### src/wts_ram.sv
// generic single-port-write ram with registered read
`default_nettype none
module wts_ram #(
  parameter int Width = 8,
  parameter int Depth = 256
) (
  input  wire logic                     clk,
  input  wire logic                     we,
  input  wire logic [$clog2(Depth)-1:0] waddr,
  input  wire logic [Width-1:0]         wdata,
  input  wire logic [$clog2(Depth)-1:0] raddr,
  output logic [Width-1:0]              rdata
);
  logic [Width-1:0] mem [Depth];

  // write port and registered read port
  always_ff @(posedge clk) begin
    if (we) begin
      mem[waddr] <= wdata;
    end
    rdata <= mem[raddr];
  end
endmodule
`default_nettype wire

### config.mk
export PLATFORM = sky130hd
export DESIGN_NAME = wts_ram
export DESIGN_NICKNAME = d
export VERILOG_FILES = /design/src/wts_ram.sv
export SDC_FILE = /design/constraint.sdc
export NUM_CORES = 2
export LEC_CHECK = 0
export BUFFER_PORTS_ARGS = -buffer_cell sky130_fd_sc_hd__clkbuf_2
export CORE_MARGIN = 8
export CORE_UTILIZATION = 45
export DETAILED_ROUTE_END_ITERATION = 10
export GPL_TIMING_DRIVEN = 0
export HOLD_SLACK_MARGIN = 0.1
export MAX_ROUTING_LAYER = met4
export PLACE_DENSITY = 0.7
export SETUP_SLACK_MARGIN = 0.2
export SLEW_MARGIN = 20
export SYNTH_ARGS = -nofsm -noshare
export SYNTH_HDL_FRONTEND = slang
export SYNTH_SLANG_ARGS = --single-unit
### constraint.sdc
create_clock -name clk -period 2.05 [get_ports clk]
set_input_delay 0.1025 -clock clk [delete_from_list [all_inputs] [get_ports clk]]
set_output_delay 0.1025 -clock clk [all_outputs]
set_load 0.01 [all_outputs]
# After elaboration in Yosys (flattened, before gate mapping)
# Memory sizes are Yosys's and may differ from the RTL's. A register that Yosys moved wholly into a read port is not among the register bits.
# Cells that the tools add are included.
totals:
  in_bits: 26
  register_bits: 0
  mem_count: 1
  ramBits: 2048
  out_inout_bits: 8
op_classes:
  n_mux: 2
memory_table:
  columns: ["memory", "words", "width", "read_ports", "rd_ports_with_merged_regs", "write_ports", "line", "text"]
  rows:
  - ["mem", 256, 8, 1, 1, 1, "14", "logic [Width-1:0] mem [Depth];"]
ops:
  columns: ["operator", "n"]
  rows:
  - ["two-way mux 1 bit", 2]

# Longest topological paths before layout
depth:
  word_depth: 2
  mapped_depth: 11
  depth_no_buf: 6

# Worst setup path after synthesis
# OpenSTA, ideal clock, no wires.
synth_timing:
  path_kind: "in2reg"
  startpoint: "input port raddr[0]"
  endpoint: "register rdata[2] (read register of mem)"
  setup_ns: 0.131
  cell_stages: 9
  setup_slack_ns: 0.010
  path_buffers: 4
  t_arrival_ns: 1.909
  required_time_ns: 1.919
  path_cell_list: "buf_6 -> buf_12 -> buf_8 -> buf_2 -> mux4_2 -> a22oi_1 -> a21oi_1 -> nor4_1 -> nor4_2"
synth_rtl:
  columns: ["item", "line", "text"]
  rows:
  - ["start: declaration", "11", "input wire logic [$clog2(Depth)-1:0] raddr,"]
  - ["end: declaration", "12", "output logic [Width-1:0] rdata"]

==> summary.md <==
| Metric | Value |
|---|---|
| Peak supply drop | 0.844 mV |
| Total area of sequential cells | 61700 µm² |
| Worst R2R Start | mem[7][0] |
| Period minus WS final | roughly 2700 ps |
| Dpl cell area | between 80000 and 90000 µm² |
| FF-to-FF setup slack | -530 ps |
| RSZ-0062 raised after global routing | yes |
| CP max-delay cell | buf_1 |
| Routed WL | 235000 µm |
| Via Count | 42108 |
| Fillers | 13240 |
| Highest-count cells in the layout ignoring fill and taps | edfxtp_1, mux4_2, clkbuf_16 |
| Main flop type after synthesis | edfxtp_1 |
| Leakage | 28.1 nW |
| Routability cong. | ~1.1 |
| H-tree depth | 4 |
| Avg WL per Cell | 36.1 µm |
| Outcome | finished, violations left |
| Final #Nets | 4028 |
| Initial Util | 45.2% |
| CP Class | in2reg |
| Fraction of layout cells with a size suffix above 1 | between 30% and 40% |
| Number of placement rows | 154 |
| Synth Register Bits | slightly above 2000 |
| Synth Warn # | 0 |
| Clock Tree Root | clkbuf_16 |
| Die Area | 191000 µm² |
| Fin area | about 92000 µm² |
| Routed Antenna Nets | 0 |
| Pwr/cell area | 952 nW/µm² |
| First-pass GRT wire length | 322000 µm |
| Hold Path End | mem[207][1] |
| Num ports | 34 |
| DR vias/cell | 6.47 |
| Critical R2R Capture | rdata[0] |
| Largest family of logic cells by synthesized area | multiplexers |
| IO Port Bufs | 26 |
| DP Wirelength | 154000 µm |
| Mux contribution to synthesized area | 14.6% |
| Failing checks | negative setup slack |
| CTS tree | done |
| Hold Path Class | in2reg |
| Clock Latency Late Sink | 840 ps |
| Fin. max-slew vios | 0 |
| CTS Buffer Depth | 3 |
| Sequence of cells on the critical path | clkbuf_2 -> buf_4 -> clkbuf_2 -> nand2b_1 -> buf_1 -> a21oi_1 -> nor4_4 -> nor4_4 |
| Largest net degree at the start of global routing | approximately 140 |
| Clk sinks | 2056 |
| Setup Skew | 33.2 ps |
| Die W | 436 µm |
| Fin crit share | 134% |
| Antenna violations before repair | 17 |
| FF-to-FF path depth | 5 |
| Clock slew at reported path FFs | ~60 ps |
| Post-synthesis sequential area ratio | 77.5% |
| Total CTS buffers | 199 |
| Startpoint Class | input port |
| Biggest area consumer among synthesized cells | edfxtp_1 |
| Syn Area/Cell | 21.3 µm² |
| Crit path required time | roughly 2700 ps |
| Post-synth design cell area | 79600 µm² |
| Final hold vios | 0 |
| DRC viols | 0 |
| Vias in the first global route | between 40000 and 50000 |
| Post-synthesis compound-gate area fraction | 3.42% |
| Synth area leaders | edfxtp_1, mux4_2, mux2i_1, nor2_1, a22oi_1 |
| Post-Synthesis Cells | 3733 |
| Synth unique cells | 55 |
| Synth top area share | 77.3% |
| Layout area overhead | 16.0% |
| Final setup fails | 8 |
| Simple-gate area share of the yosys netlist | 2.63% |
| Setup crit start | raddr[4] |
| Ys async rst share | 0% |
| Syn Nets | 3759 |
| CP arrival | between 3000 and 4000 ps |
| Adder-cell share of the synthesized area | 0% |
| Xor and xnor area share after synthesis | 0% |
| Commonest non-fill, non-tap cell in the layout | edfxtp_1 |
| Critical path endpoint category | register |
| Die span in y | ~440 µm |
| Worst rel slew slack | 17.6% |
| 1st-iter DRT viols | approximately 7000 |
| Critical Path Max Stage Delay | 960 ps |
| Max FO, Critical Path | 10 |
| Setup WS post-layout | -694 ps |
| Worst min-delay path startpoint | waddr[2] |
| Post-synth EDFFs | 2048 |
| Max-cap violations | 0 |
| Total gr overflow | 0 |
| Footprint of the multi-input gates | 18500 µm² |
| Total track usage | 24.7% |
| Final core occ | 52.5% |
| Number of iterations in the first detailed-routing pass | 6 |
| Worst Hold Depth | 4 |
| Least-Margin Pin Slew | around 1200 ps |
| CORE AREA | 176000 µm² |
| Fmax | 364 MHz |
## worst max path at each step
stage | end | slack [ps] | depth (start not counted)
after CTS | rdata[1] | -440 | 5
final | rdata[2] | -690 | 8
after floorplan | rdata[0] | 130 | 9
after detailed placement | rdata[1] | -2640 | 9
after global placement | rdata[4] | -3300 | 9
after global routing | rdata[0] | -450 | 5
## metrics by stage
stage	power, W	hold WS, ps	instances	setup WS (ps)	TNS, ps
after floorplan	0.0496	201	3733	129	0
after global placement	0.0522	500	6099	-3300	-7302450
after detailed placement	0.0522	494	6116	-2640	-1898690
after CTS	0.0878	110	6494	-440	-2920
after global routing	0.0895	113	6511	-454	-3310
final	0.0879	148	6513	-694	-4660
## worst max-delay path: cells and delay by family
family                 cells  cell delay [ps]
AOI/OAI and AO/OA          1              290
and+or+nand+nor            3             1330
buffers and inverters      4             1660
## Yosys cell counts, types with 5 or more instances
library cell and number:
buf_2 31, nand2b_1 8, nand2_1 33, buf_12 8, buf_1 22, clkbuf_1 111, mux2i_1 134, edfxtp_1 2048
nand4_1 10, o21ai_0 10, buf_6 21, nand3_1 34, a22o_1 8, o211ai_1 10, a22oi_1 133, o22ai_1 28
nor2b_1 31, nor4_1 24, nor2_1 282, o22a_1 5, a221oi_1 13, nor3_1 22, and2_1 6, buf_8 13
mux4_2 454, dfxtp_1 8, a21oi_1 96, buf_4 27, a211oi_1 16, o221ai_1 46
## where the power goes
| group | total [W] | internal, W | leakage, nW | switching (W) |
|---|---|---|---|---|
| Combinational | 0.00545 | 0.00174 | 6.52 | 0.00371 |
| Sequential | 0.0464 | 0.0463 | 18.5 | 0.0000343 |
| Clock | 0.0360 | 0.0202 | 3.08 | 0.0158 |
## flip-flops by register name, indices dropped and copies added (netlist names)
register  flops
mem        2048
rdata         8
## per-layer routing
| metal | wire, µm | up-vias | track usage [%] |
|---|---|---|---|
| met5 | 0 | - | - |
| met4 | 15800 | 0 | 13.3 |
| met3 | 29500 | 666 | 6.92 |
| met2 | 106000 | 3179 | 36.2 |
| met1 | 83500 | 21972 | 31.6 |
| li1 | - | 16291 | - |
## final cells by class
cell class	instances	area share, %
Timing Repair Buffer	68	0.949
Buffer	233	2.13
Clock inverter	115	1.23
Tap cell	2340	3.17
Multi-Input combinational cell	1442	20.1
Antenna cell	11	0.0298
Inverter	2	0.00813
Sequential cell	2056	66.8
Clock buffer	246	5.61
## timing repair
action,CTS,global route
hold endpoints to repair,739,76
hold buffers,9,7
buffers inserted,8,1
gates resized for setup,449,131
pin swaps,15,14
setup endpoints to repair,1474,1632
## cell families after synthesis
family / count (synthesis)
flops: 2056
buf+inv: 235
compound gates: 385
simple gates: 466
mux: 591
Power figures use the tool's default switching activity.
